## config.mk

```make
export PLATFORM = sky130hd
export DESIGN_NAME = ecg_r_peak_heart_rate_top_flat
export DESIGN_NICKNAME = d
export VERILOG_FILES = /design/src/rtl/ecgrhr_pkg.sv /design/src/rtl/ecgrhr_in_if.sv /design/src/rtl/ecgrhr_out_if.sv /design/src/rtl/ecgrhr_front.sv /design/src/rtl/ecgrhr_fifo.sv /design/src/rtl/ecgrhr_back.sv /design/src/rtl/ecg_r_peak_heart_rate_top.sv /design/src/flat_wrapper.sv
export SDC_FILE = /design/constraint.sdc
export NUM_CORES = 1
export LEC_CHECK = 0
export CAP_MARGIN = 10
export CORE_MARGIN = 2
export CORE_UTILIZATION = 55
export DETAILED_ROUTE_END_ITERATION = 16
export DONT_BUFFER_PORTS = 1
export PLACE_DENSITY = 0.82
export SETUP_SLACK_MARGIN = 0.1
export SKIP_LAST_GASP = 1
export SYNTH_ARGS = -nofsm -noshare
export SYNTH_HDL_FRONTEND = slang
export SYNTH_HIERARCHICAL = 1
export SYNTH_SLANG_ARGS = --single-unit
```

## constraint.sdc

```tcl
create_clock -name i_clk -period 4 [get_ports i_clk]
set_input_delay 0.4 -clock i_clk [delete_from_list [all_inputs] [get_ports i_clk]]
set_output_delay 0.4 -clock i_clk [all_outputs]
set_load 0.005 [all_outputs]
```

## src/rtl/ecgrhr_pkg.sv

```systemverilog
// Shared types, constants and register codes of the ECG R-peak heart-rate detector.
`timescale 1ns / 1ps
package ecgrhr_pkg;

    localparam int SAMPLE_BITS_DEF = 12;
    localparam int TIME_BITS       = 32;
    localparam int THR_BITS        = 12;
    localparam int MINRR_BITS      = 16;
    localparam int CFG_DATA_BITS   = 16;
    localparam int CFG_IDX_BITS    = 1;
    localparam int RATE_BITS       = 16;
    localparam int DIV_CNT_BITS    = $clog2(RATE_BITS);

    localparam int MS_PER_MINUTE   = 60000;
    localparam int THRESHOLD_RESET = 2000;
    localparam int MIN_RR_RESET    = 300;

    localparam int QUEUE_DEPTH     = 2;
    localparam int QUEUE_AW        = $clog2(QUEUE_DEPTH);

    typedef logic [CFG_IDX_BITS-1:0] t_cfg_idx;

    localparam t_cfg_idx CFG_PEAK_THRESHOLD = CFG_IDX_BITS'(0);
    localparam t_cfg_idx CFG_MIN_RR_MS      = CFG_IDX_BITS'(1);

    // One classified sample as it travels from the front end to the rate unit.
    typedef struct packed {
        logic                 counted;
        logic [TIME_BITS-1:0] interval;
        logic                 lead_off;
    } t_job;

endpackage

```

## src/rtl/ecgrhr_in_if.sv

```systemverilog
// Input channel of the detector: one ECG sample with its timestamp and lead pins.
`timescale 1ns / 1ps
interface ecgrhr_in_if #(
    parameter int SAMPLE_BITS = ecgrhr_pkg::SAMPLE_BITS_DEF
);
    import ecgrhr_pkg::*;

    logic                   valid;
    logic                   ready;
    logic [SAMPLE_BITS-1:0] sample;
    logic [TIME_BITS-1:0]   time_ms;
    logic                   lead_plus_off;
    logic                   lead_minus_off;

    modport source (output valid, sample, time_ms, lead_plus_off, lead_minus_off,
                    input ready);
    modport sink   (input valid, sample, time_ms, lead_plus_off, lead_minus_off,
                    output ready);
endinterface

```

## src/rtl/ecgrhr_out_if.sv

```systemverilog
// Output channel of the detector: heart rate, counted-peak flag and lead-off flag.
`timescale 1ns / 1ps
interface ecgrhr_out_if;
    import ecgrhr_pkg::*;

    logic                 valid;
    logic                 ready;
    logic [RATE_BITS-1:0] heart_rate_bpm;
    logic                 peak_counted;
    logic                 lead_off;

    modport source (output valid, heart_rate_bpm, peak_counted, lead_off, input ready);
    modport sink   (input valid, heart_rate_bpm, peak_counted, lead_off, output ready);
endinterface

```

## src/rtl/ecgrhr_front.sv

```systemverilog
// Front end: configuration registers, threshold crossing and RR-interval check.
`timescale 1ns / 1ps
module ecgrhr_front #(
    parameter int SAMPLE_BITS = ecgrhr_pkg::SAMPLE_BITS_DEF
) (
    input  logic                                 i_clk,
    input  logic                                 i_rst_n,
    input  logic                                 i_cfg_we,
    input  ecgrhr_pkg::t_cfg_idx                 i_cfg_idx,
    input  logic [ecgrhr_pkg::CFG_DATA_BITS-1:0] i_cfg_data,
    ecgrhr_in_if.sink                            i_smp,
    output logic                                 o_push_valid,
    input  logic                                 i_push_ready,
    output ecgrhr_pkg::t_job                     o_push_data
);
    import ecgrhr_pkg::*;

    localparam int TW = (SAMPLE_BITS < THR_BITS) ? SAMPLE_BITS : THR_BITS;

    logic [SAMPLE_BITS-1:0] r_thr;
    logic [MINRR_BITS-1:0]  r_min_rr;
    logic [SAMPLE_BITS-1:0] r_prev;
    logic [TIME_BITS-1:0]   r_last;

    logic                 crossing;
    logic [TIME_BITS-1:0] interval;
    logic                 counted;
    logic                 accept;

    assign crossing = (i_smp.sample > r_thr) && (r_prev < r_thr);
    assign interval = i_smp.time_ms - r_last;
    assign counted  = crossing && (interval > TIME_BITS'(r_min_rr));
    assign accept   = i_smp.valid && i_push_ready;

    assign i_smp.ready          = i_push_ready;
    assign o_push_valid         = i_smp.valid;
    assign o_push_data.counted  = counted;
    assign o_push_data.interval = interval;
    assign o_push_data.lead_off = i_smp.lead_plus_off | i_smp.lead_minus_off;

    always_ff @(posedge i_clk) begin
        if (!i_rst_n) begin
            r_thr    <= SAMPLE_BITS'(THR_BITS'(THRESHOLD_RESET));
            r_min_rr <= MINRR_BITS'(MIN_RR_RESET);
            r_prev   <= '0;
            r_last   <= '0;
        end else begin
            if (i_cfg_we) begin
                unique case (i_cfg_idx)
                    CFG_PEAK_THRESHOLD: r_thr    <= SAMPLE_BITS'(i_cfg_data[TW-1:0]);
                    CFG_MIN_RR_MS:      r_min_rr <= i_cfg_data[MINRR_BITS-1:0];
                endcase
            end
            if (accept) begin
                r_prev <= i_smp.sample;
                if (counted) begin
                    r_last <= i_smp.time_ms;
                end
            end
        end
    end

endmodule

```

## src/rtl/ecgrhr_fifo.sv

```systemverilog
// Short queue of classified samples between the front end and the rate unit.
`timescale 1ns / 1ps
module ecgrhr_fifo (
    input  logic              i_clk,
    input  logic              i_rst_n,
    input  logic              i_push_valid,
    output logic              o_push_ready,
    input  ecgrhr_pkg::t_job  i_push_data,
    output logic              o_pop_valid,
    input  logic              i_pop_ready,
    output ecgrhr_pkg::t_job  o_pop_data
);
    import ecgrhr_pkg::*;

    t_job                  r_mem [QUEUE_DEPTH];
    logic [QUEUE_AW-1:0]   r_wr;
    logic [QUEUE_AW-1:0]   r_rd;
    logic [QUEUE_AW:0]     r_cnt;

    logic push;
    logic pop;

    assign o_push_ready = (r_cnt != (QUEUE_AW+1)'(QUEUE_DEPTH));
    assign o_pop_valid  = (r_cnt != '0);
    assign o_pop_data   = r_mem[r_rd];
    assign push         = i_push_valid && o_push_ready;
    assign pop          = o_pop_valid && i_pop_ready;

    always_ff @(posedge i_clk) begin
        if (push) begin
            r_mem[r_wr] <= i_push_data;
        end
    end

    always_ff @(posedge i_clk) begin
        if (!i_rst_n) begin
            r_wr  <= '0;
            r_rd  <= '0;
            r_cnt <= '0;
        end else begin
            if (push) begin
                r_wr <= (r_wr == QUEUE_AW'(QUEUE_DEPTH - 1)) ? '0 : r_wr + 1'b1;
            end
            if (pop) begin
                r_rd <= (r_rd == QUEUE_AW'(QUEUE_DEPTH - 1)) ? '0 : r_rd + 1'b1;
            end
            if (push && !pop) begin
                r_cnt <= r_cnt + 1'b1;
            end else if (pop && !push) begin
                r_cnt <= r_cnt - 1'b1;
            end
        end
    end

endmodule

```

## src/rtl/ecgrhr_back.sv

```systemverilog
// Rate unit: bit-serial division of a minute by the RR interval and the output register.
`timescale 1ns / 1ps
module ecgrhr_back (
    input  logic             i_clk,
    input  logic             i_rst_n,
    input  logic             i_pop_valid,
    output logic             o_pop_ready,
    input  ecgrhr_pkg::t_job i_pop_data,
    ecgrhr_out_if.source     o_res
);
    import ecgrhr_pkg::*;

    localparam logic [1:0] S_IDLE = 2'd0;
    localparam logic [1:0] S_DIV  = 2'd1;
    localparam logic [1:0] S_DONE = 2'd2;

    logic [1:0]              r_state, n_state;
    logic [RATE_BITS-1:0]    r_rate,  n_rate;
    logic                    r_ovalid, n_ovalid;
    logic                    r_opeak, n_opeak;
    logic                    r_olead, n_olead;
    logic                    r_lead,  n_lead;
    logic [TIME_BITS-1:0]    r_div,   n_div;
    logic [RATE_BITS-1:0]    r_quo,   n_quo;
    logic [RATE_BITS-1:0]    r_rem,   n_rem;
    logic [DIV_CNT_BITS-1:0] r_cnt,   n_cnt;

    logic                 slot_free;
    logic [RATE_BITS:0]   trial;
    logic [TIME_BITS-1:0] trial_x;

    assign slot_free = !r_ovalid || o_res.ready;
    assign trial     = {r_rem, r_quo[RATE_BITS-1]};
    assign trial_x   = TIME_BITS'(trial);

    assign o_res.valid          = r_ovalid;
    assign o_res.heart_rate_bpm = r_rate;
    assign o_res.peak_counted   = r_opeak;
    assign o_res.lead_off       = r_olead;

    always_comb begin
        n_state     = r_state;
        n_rate      = r_rate;
        n_ovalid    = r_ovalid && !o_res.ready;
        n_opeak     = r_opeak;
        n_olead     = r_olead;
        n_lead      = r_lead;
        n_div       = r_div;
        n_quo       = r_quo;
        n_rem       = r_rem;
        n_cnt       = r_cnt;
        o_pop_ready = 1'b0;
        unique case (r_state)
            S_IDLE: begin
                if (i_pop_valid) begin
                    if (i_pop_data.counted) begin
                        o_pop_ready = 1'b1;
                        n_div       = i_pop_data.interval;
                        n_quo       = RATE_BITS'(MS_PER_MINUTE);
                        n_rem       = '0;
                        n_cnt       = '1;
                        n_lead      = i_pop_data.lead_off;
                        n_state     = S_DIV;
                    end else if (slot_free) begin
                        o_pop_ready = 1'b1;
                        n_ovalid    = 1'b1;
                        n_opeak     = 1'b0;
                        n_olead     = i_pop_data.lead_off;
                    end
                end
            end
            S_DIV: begin
                // One restoring-division step: quotient bits enter from the right.
                if (trial_x >= r_div) begin
                    n_rem = RATE_BITS'(trial_x - r_div);
                    n_quo = {r_quo[RATE_BITS-2:0], 1'b1};
                end else begin
                    n_rem = trial[RATE_BITS-1:0];
                    n_quo = {r_quo[RATE_BITS-2:0], 1'b0};
                end
                if (r_cnt == '0) begin
                    n_state = S_DONE;
                end else begin
                    n_cnt = r_cnt - 1'b1;
                end
            end
            S_DONE: begin
                if (slot_free) begin
                    n_rate   = r_quo;
                    n_ovalid = 1'b1;
                    n_opeak  = 1'b1;
                    n_olead  = r_lead;
                    n_state  = S_IDLE;
                end
            end
            default: begin
                n_state = S_IDLE;
            end
        endcase
    end

    always_ff @(posedge i_clk) begin
        if (!i_rst_n) begin
            r_state  <= S_IDLE;
            r_rate   <= '0;
            r_ovalid <= 1'b0;
        end else begin
            r_state  <= n_state;
            r_rate   <= n_rate;
            r_ovalid <= n_ovalid;
        end
    end

    always_ff @(posedge i_clk) begin
        r_opeak <= n_opeak;
        r_olead <= n_olead;
        r_lead  <= n_lead;
        r_div   <= n_div;
        r_quo   <= n_quo;
        r_rem   <= n_rem;
        r_cnt   <= n_cnt;
    end

endmodule

```

## src/rtl/ecg_r_peak_heart_rate_top.sv

```systemverilog
// Top level of the ECG R-peak heart-rate detector.
//
// Usage: each item on i_smp carries one converter sample, its millisecond
// timestamp and the two lead-off pin levels; an item is taken when valid and
// ready are both high. For every input item exactly one result item leaves on
// o_res, in order: the current heart rate, a flag for a counted R-peak and the
// OR of the lead-off pins. The configuration port (i_cfg_we, i_cfg_idx,
// i_cfg_data) writes the threshold or the minimum RR interval; it is meant
// to be used only while no item is in flight. A plain sample moves from the
// queue into the output register; a counted peak moves into the divider,
// runs 16 divider steps for 60000 / interval, then goes to the output register.
// Flow: the front end takes one item per cycle into a two-entry queue while
// it has room; the rate unit clears one plain sample per cycle while the
// output register is free and takes no new item while it divides, so the
// sustained rate is one item per cycle between peaks if the receiver keeps up.
// Reset (synchronous, active low) restores the default threshold and minimum
// interval, clears the previous sample, last peak time and rate, and empties
// the queue. When the receiver stalls, the result waits in the output register,
// the queue fills, and then i_smp.ready falls until the output is taken.
`timescale 1ns / 1ps
module ecg_r_peak_heart_rate_top #(
    parameter int SAMPLE_BITS = ecgrhr_pkg::SAMPLE_BITS_DEF
) (
    input  logic                                 i_clk,
    input  logic                                 i_rst_n,
    input  logic                                 i_cfg_we,
    input  ecgrhr_pkg::t_cfg_idx                 i_cfg_idx,
    input  logic [ecgrhr_pkg::CFG_DATA_BITS-1:0] i_cfg_data,
    ecgrhr_in_if.sink                            i_smp,
    ecgrhr_out_if.source                         o_res
);
    import ecgrhr_pkg::*;

    // Classified samples flow from the front end through the queue.
    logic q_push_valid;
    logic q_push_ready;
    t_job q_push_data;
    logic q_pop_valid;
    logic q_pop_ready;
    t_job q_pop_data;

    // Threshold crossing and RR check happen here, so the last peak time is
    // settled before the next sample arrives and the divider never holds it up.
    ecgrhr_front #(
        .SAMPLE_BITS (SAMPLE_BITS)
    ) u_front (
        .i_clk        (i_clk),
        .i_rst_n      (i_rst_n),
        .i_cfg_we     (i_cfg_we),
        .i_cfg_idx    (i_cfg_idx),
        .i_cfg_data   (i_cfg_data),
        .i_smp        (i_smp),
        .o_push_valid (q_push_valid),
        .i_push_ready (q_push_ready),
        .o_push_data  (q_push_data)
    );

    ecgrhr_fifo u_fifo (
        .i_clk        (i_clk),
        .i_rst_n      (i_rst_n),
        .i_push_valid (q_push_valid),
        .o_push_ready (q_push_ready),
        .i_push_data  (q_push_data),
        .o_pop_valid  (q_pop_valid),
        .i_pop_ready  (q_pop_ready),
        .o_pop_data   (q_pop_data)
    );

    // The rate unit keeps the heart rate and owns the output register.
    ecgrhr_back u_back (
        .i_clk       (i_clk),
        .i_rst_n     (i_rst_n),
        .i_pop_valid (q_pop_valid),
        .o_pop_ready (q_pop_ready),
        .i_pop_data  (q_pop_data),
        .o_res       (o_res)
    );

    // A counted peak must never reach the divider with a zero interval.
    a_no_zero_divisor: assert property (@(posedge i_clk) disable iff (!i_rst_n)
        (q_pop_valid && q_pop_ready && q_pop_data.counted) |-> (q_pop_data.interval != '0))
        else $error("counted peak with zero interval reached the divider");

    // The divider result can never exceed one minute in milliseconds.
    a_rate_bound: assert property (@(posedge i_clk) disable iff (!i_rst_n)
        o_res.valid |-> (o_res.heart_rate_bpm <= RATE_BITS'(MS_PER_MINUTE)))
        else $error("heart rate above 60000");

    // A sample that is not a counted peak leaves the rate unchanged.
    a_rate_held: assert property (@(posedge i_clk) disable iff (!i_rst_n)
        (o_res.valid && !o_res.peak_counted) |-> $stable(o_res.heart_rate_bpm))
        else $error("heart rate changed without a counted peak");

endmodule

```

## src/flat_wrapper.sv

```systemverilog
// flat-port wrapper written by rule: the top's interface ports become plain ports
module ecg_r_peak_heart_rate_top_flat import ecgrhr_pkg::*;
#(
    parameter int SAMPLE_BITS = ecgrhr_pkg::SAMPLE_BITS_DEF
)
  (i_clk, i_rst_n, i_cfg_we, i_cfg_idx, i_cfg_data, i_smp_valid, i_smp_sample, i_smp_time_ms, i_smp_lead_plus_off, i_smp_lead_minus_off, i_smp_ready, o_res_valid, o_res_heart_rate_bpm, o_res_peak_counted, o_res_lead_off, o_res_ready);
  ecgrhr_in_if #(.SAMPLE_BITS(SAMPLE_BITS)) i_smp_i ();
  ecgrhr_out_if o_res_i ();
  input  logic i_clk;
  input  logic i_rst_n;
  input  logic i_cfg_we;
  input  ecgrhr_pkg::t_cfg_idx i_cfg_idx;
  input  logic [ecgrhr_pkg::CFG_DATA_BITS-1:0] i_cfg_data;
  input wire logic [$bits(i_smp_i.valid)-1:0] i_smp_valid;
  input wire logic [$bits(i_smp_i.sample)-1:0] i_smp_sample;
  input wire logic [$bits(i_smp_i.time_ms)-1:0] i_smp_time_ms;
  input wire logic [$bits(i_smp_i.lead_plus_off)-1:0] i_smp_lead_plus_off;
  input wire logic [$bits(i_smp_i.lead_minus_off)-1:0] i_smp_lead_minus_off;
  output wire logic [$bits(i_smp_i.ready)-1:0] i_smp_ready;
  output wire logic [$bits(o_res_i.valid)-1:0] o_res_valid;
  output wire logic [$bits(o_res_i.heart_rate_bpm)-1:0] o_res_heart_rate_bpm;
  output wire logic [$bits(o_res_i.peak_counted)-1:0] o_res_peak_counted;
  output wire logic [$bits(o_res_i.lead_off)-1:0] o_res_lead_off;
  input wire logic [$bits(o_res_i.ready)-1:0] o_res_ready;
  assign i_smp_i.valid = i_smp_valid;
  assign i_smp_i.sample = i_smp_sample;
  assign i_smp_i.time_ms = i_smp_time_ms;
  assign i_smp_i.lead_plus_off = i_smp_lead_plus_off;
  assign i_smp_i.lead_minus_off = i_smp_lead_minus_off;
  assign i_smp_ready = i_smp_i.ready;
  assign o_res_valid = o_res_i.valid;
  assign o_res_heart_rate_bpm = o_res_i.heart_rate_bpm;
  assign o_res_peak_counted = o_res_i.peak_counted;
  assign o_res_lead_off = o_res_i.lead_off;
  assign o_res_i.ready = o_res_ready;
  ecg_r_peak_heart_rate_top #(.SAMPLE_BITS(SAMPLE_BITS)) u_core (.i_clk(i_clk), .i_rst_n(i_rst_n), .i_cfg_we(i_cfg_we), .i_cfg_idx(i_cfg_idx), .i_cfg_data(i_cfg_data), .i_smp(i_smp_i), .o_res(o_res_i));
endmodule
```

==> run_summary.xml <==
<?xml version="1.0" encoding="UTF-8"?>
<metrics>
  <group name="run_status">
    <metric name="status" unit="">finished with violations</metric>
    <metric name="failed_checks" unit="">negative setup slack</metric>
  </group>
  <group name="yosys">
    <metric name="synth_cell_types" unit="">73</metric>
    <metric name="main_synth_ff_type" unit="">sky130_fd_sc_hd__edfxtp_1</metric>
    <metric name="postSynth.asyncResetShare" unit="%">0</metric>
    <metric name="syn-num-nets" unit="">1417</metric>
    <metric name="syn_inst" unit="">1258</metric>
    <metric name="synth_seq_area_share" unit="%">47.79</metric>
    <metric name="synth-edff-count" unit="">139</metric>
    <metric name="post_synthesis_sequential_element_count" unit="">235</metric>
    <metric name="mappedNetlistArea" unit="um^2">12760</metric>
    <metric name="yosys_warnings" unit="">6</metric>
    <metric name="synth.avg_cell_area" unit="um^2">10.14</metric>
  </group>
  <group name="timing">
    <metric name="relSlewSlack" unit="%">20.07</metric>
    <metric name="hold_viol" unit="">0</metric>
    <metric name="hold_ws" unit="ps">15.01</metric>
    <metric name="unrepaired_setup_endpoints_after_global_routing" unit="">true</metric>
    <metric name="layout_worst_path_cycle_share" unit="%">111.6</metric>
    <metric name="post-route-min-period" unit="ps">4465</metric>
    <metric name="final.setup.worst_slack" unit="ps">-465.1</metric>
    <metric name="clock.fmax" unit="MHz">224.0</metric>
    <metric name="finClkSkew" unit="ps">10.12</metric>
    <metric name="setup_viol" unit="">34</metric>
    <metric name="report.final.slew_viol_count" unit="">0</metric>
    <metric name="timing_worst_slew_pin_value" unit="ps">1196</metric>
  </group>
  <group name="power">
    <metric name="cell_internal_pwr" unit="uW">5851</metric>
    <metric name="switching_power" unit="uW">2845</metric>
    <metric name="p_seq_share" unit="%">39.4</metric>
    <metric name="pwr_density_cell" unit="nW/um^2">599.2</metric>
    <metric name="sw_frac_of_total" unit="%">32.72</metric>
    <metric name="combPwrFrac" unit="%">33.3</metric>
    <metric name="p_leak" unit="uW">0.005535</metric>
    <metric name="vdd_ir_drop_max" unit="mV">0.4029</metric>
    <metric name="clock_power_share" unit="%">27.3</metric>
  </group>
  <group name="routing">
    <metric name="wl_per_cell" unit="um">17.17</metric>
    <metric name="route.final.wire_length" unit="um">27700</metric>
    <metric name="detail_route.drc_violations" unit="">0</metric>
    <metric name="vias_per_cell" unit="">5.740</metric>
    <metric name="detailedRoute.firstPassIterationCount" unit="">6</metric>
    <metric name="vias" unit="">9259</metric>
    <metric name="drt_first_iter_violations" unit="">536</metric>
    <metric name="postRouteAntennaNets" unit="">0</metric>
  </group>
  <group name="worst_setup_path">
    <metric name="crit_family" unit="">simple AND/OR/NAND/NOR gates</metric>
    <metric name="worst_ep_arrival_time" unit="ps">4870</metric>
    <metric name="critical_path.n_buffers_inverters" unit="">3</metric>
    <metric name="setup.worst_path.start_class" unit="">register</metric>
    <metric name="path_class" unit="">register to register</metric>
    <metric name="maximum_cell_stage_delay_along_the_critical_path" unit="ps">450</metric>
    <metric name="cp_max_delay_cell" unit="">sky130_fd_sc_hd__or4_4</metric>
    <metric name="worstPathCellList" unit="">ha_4, inv_2, fa_2, a21o_1, a221oi_4, a211oi_4, a31oi_1, xnor2_1, ha_1, nand4_1, or4_4, or2_4, a21oi_2, nand4_1, nor4b_4, a211oi_4, buf_6, buf_12, mux2i_2</metric>
    <metric name="crit_required" unit="ps">4400</metric>
    <metric name="critical_path.max_fanout" unit="">8</metric>
    <metric name="worstSetupEndpointType" unit="">register</metric>
  </group>
  <group name="cts">
    <metric name="cts-htree-levels" unit="">1</metric>
    <metric name="clock_path_buffers" unit="">3</metric>
    <metric name="cts.sinks" unit="">235</metric>
    <metric name="ctsRootBufferMaster" unit="">sky130_fd_sc_hd__clkbuf_16</metric>
    <metric name="insertion_delay" unit="ps">520</metric>
    <metric name="total_cts_buffers" unit="">26</metric>
    <metric name="tritoncts_clock_tree" unit="">yes</metric>
    <metric name="clkSlewWorstSetupHoldPaths" unit="ps">60</metric>
  </group>
  <group name="global_route">
    <metric name="grt_first_pass_wirelength" unit="um">44190</metric>
    <metric name="antenna_found_initial" unit="">0</metric>
    <metric name="grt_max_degree" unit="">119</metric>
    <metric name="grt_usage" unit="%">22.44</metric>
    <metric name="first_global_vias" unit="">8973</metric>
    <metric name="overflow" unit="">0</metric>
  </group>
  <group name="finish">
    <metric name="final_util" unit="%">63.90</metric>
    <metric name="finish.net_count" unit="">1466</metric>
    <metric name="mostFrequentLayoutCells" unit="">sky130_fd_sc_hd__nand2_1, sky130_fd_sc_hd__edfxtp_1, sky130_fd_sc_hd__dfxtp_1</metric>
    <metric name="multi_input_area" unit="um^2">6155</metric>
    <metric name="area_growth" unit="%">13.76</metric>
    <metric name="fillers" unit="">1740</metric>
    <metric name="most_frequent_standard_cell_in_the_layout_excluding_fill_and_tap_cells" unit="">sky130_fd_sc_hd__nand2_1</metric>
    <metric name="layout.area.seq" unit="um^2">6097</metric>
    <metric name="final_layout_size_suffix_gt1_share" unit="%">13.87</metric>
  </group>
  <group name="floorplan">
    <metric name="die_area" unit="um^2">24430</metric>
    <metric name="std_cell_rows" unit="">55</metric>
    <metric name="die_width" unit="um">156.3</metric>
    <metric name="io_pins" unit="">88</metric>
    <metric name="core_region_area" unit="um^2">22710</metric>
    <metric name="die_h" unit="um">156.3</metric>
    <metric name="initial_utilization" unit="%">56.17</metric>
  </group>
  <group name="flow_run">
    <metric name="cap_violations" unit="">0</metric>
  </group>
  <group name="placed_design">
    <metric name="dp_hpwl" unit="um">18630</metric>
    <metric name="preCtsSetupSlack" unit="ps">-465.8</metric>
    <metric name="io_buffer_count" unit="">0</metric>
    <metric name="place.gp.congestion" unit="">0.9272</metric>
  </group>
  <group name="min_path">
    <metric name="timing.hold.worst.class" unit="">input port to register</metric>
  </group>
</metrics>
[worst register-to-register path: cells and delay by family (launching register included)]
family	cells	cell delay [ps]
AOI/OAI and AO/OA	6	1180
muxes	1	160
DFF	1	340
and+or+nand+nor	5	1370
adders and majority gates	3	790
xor gates and xnor gates	1	120
buffers and inverters	3	370
[area by class of cell]
class	instances	area share (%)
antenna	1	0.01724
clock buffer	31	4.897
clock inverter	17	1.078
inverter	96	2.569
multi-input combinational	874	42.41
sequential	235	42.02
tap	285	2.457
timing repair buffer	74	4.553
[registers in the layout, indices dropped and copies added (netlist names), named ones only]
name and cells:
u_core/u_back/r_cnt 4, u_core/u_front/r_last 32, u_core/u_back/r_quo 16, u_core/u_back/r_lead 1, u_core/u_back/r_div 32, u_core/u_front/r_min_rr 16
u_core/u_front/r_thr 12, u_core/u_back/o_res.valid 1, u_core/u_back/o_res.lead_off 1, u_core/u_back/r_state 2, u_core/u_back/o_res.heart_rate_bpm 16, u_core/u_fifo/r_rd 1
u_core/u_fifo/r_wr 1, u_core/u_back/r_rem 16, u_core/u_fifo/r_mem 68, u_core/u_back/o_res.peak_counted 1, u_core/u_fifo/r_cnt 2, u_core/u_front/r_prev 12
[metal layers]
layer	global-route usage, %	share of wire [%]	vias up
li1	-	-	4568
met1	28.97	44	4382
met2	38.10	48	256
met3	4.292	5.6	53
met4	7.383	2.3	0
met5	0	0	-
[power by group through the flow]
| stage | registers, uW | clock network, uW | logic (uW) |
|---|---|---|---|
| 6_report | 3430 | 2370 | 2890 |
| 3_3_place_gp | 3440 | 0 | 2650 |
| 3_5_place_dp | 3470 | 0 | 2740 |
| 4_1_cts | 3430 | 2420 | 2840 |
| 2_1_floorplan | 3410 | 0 | 2100 |
| 5_1_grt | 3470 | 2510 | 3180 |
[cells in the mapped netlist, types with 6 or more instances]
cell type | n | area share [%]
sky130_fd_sc_hd__nand2_1 | 216 | 6.4
sky130_fd_sc_hd__edfxtp_1 | 139 | 33
sky130_fd_sc_hd__dfxtp_1 | 96 | 15
sky130_fd_sc_hd__inv_1 | 96 | 2.8
sky130_fd_sc_hd__ha_1 | 89 | 8.7
sky130_fd_sc_hd__a21oi_1 | 60 | 2.4
sky130_fd_sc_hd__nor2_1 | 47 | 1.4
sky130_fd_sc_hd__a21boi_0 | 46 | 2.7
sky130_fd_sc_hd__mux2i_1 | 39 | 3.1
sky130_fd_sc_hd__mux2_2 | 36 | 3.2
sky130_fd_sc_hd__clkbuf_1 | 34 | 1.0
sky130_fd_sc_hd__o21ai_0 | 29 | 1.1
sky130_fd_sc_hd__xnor2_1 | 28 | 1.9
sky130_fd_sc_hd__a21o_1 | 27 | 1.6
sky130_fd_sc_hd__o211ai_1 | 22 | 1.3
sky130_fd_sc_hd__nand3_1 | 21 | 0.82
sky130_fd_sc_hd__and2_1 | 19 | 0.93
sky130_fd_sc_hd__nor2b_1 | 18 | 0.88
sky130_fd_sc_hd__nand2b_1 | 17 | 0.83
sky130_fd_sc_hd__nand4_1 | 15 | 0.74
sky130_fd_sc_hd__buf_2 | 12 | 0.47
sky130_fd_sc_hd__a211oi_1 | 11 | 0.65
sky130_fd_sc_hd__xor2_1 | 11 | 0.76
sky130_fd_sc_hd__nor3_1 | 8 | 0.31
sky130_fd_sc_hd__o31ai_1 | 8 | 0.47
sky130_fd_sc_hd__nor4_1 | 7 | 0.34
sky130_fd_sc_hd__o21a_1 | 7 | 0.41
sky130_fd_sc_hd__a211o_1 | 6 | 0.41
sky130_fd_sc_hd__a21boi_1 | 6 | 0.35
sky130_fd_sc_hd__and3_1 | 6 | 0.29
sky130_fd_sc_hd__or3_1 | 6 | 0.29
[cell families (layout without fill, tap and decap cells)]
kind of cell	after synthesis	after routing	share of synthesized area, %
multiplexers	75	75	6.238
XOR/XNOR	39	39	2.678
other	0	1	0
flip-flops	235	235	47.79
AO/OA/AOI/OAI	268	268	14.79
buffers and inverters	149	218	4.767
AND/OR/NAND/NOR	401	401	14.69
adder cells (fa/ha/maj)	91	91	9.044
[per-stage QoR]
stage | instance area (um^2) | cells | power (uW) | TNS, ps
after floorplan | 12800 | 1258 | 5510 | -4260
after global placement | 13310 | 1541 | 6091 | -8830
after detailed placement | 13310 | 1541 | 6202 | -14650
after CTS | 14420 | 1607 | 8686 | -10300
after global routing | 14510 | 1612 | 9167 | -22380
final | 14510 | 1613 | 8696 | -14290
[timing repair]
| action | 4_1_cts | 5_1_grt |
|---|---|---|
| endpoints found under the hold margin | 20 | 1 |
| gates resized for setup | 13 | 6 |
| pin swaps | 20 | 10 |
| hold buffers | 10 | 1 |
| endpoints found under the setup margin | 34 | 34 |
| gates cloned | 2 | 1 |
| buffers inserted | 7 | 3 |
[final timing paths]
check	start	endpoint	slack, ps	depth (start not counted)
worst max-delay path	u_core/u_front/r_last[0]$_SDFFE_PN0P_	u_core/u_front/r_last[22]$_SDFFE_PN0P_	-470	19
worst min-delay path	i_smp_time_ms[4]	u_core/u_front/r_last[4]$_SDFFE_PN0P_	20	2
worst max register to register	u_core/u_front/r_last[0]$_SDFFE_PN0P_	u_core/u_front/r_last[22]$_SDFFE_PN0P_	-470	19
worst min register to register	u_core/u_front/r_last[3]$_SDFFE_PN0P_	u_core/u_front/r_last[3]$_SDFFE_PN0P_	450	2
(Power assumes the default switching activity.)
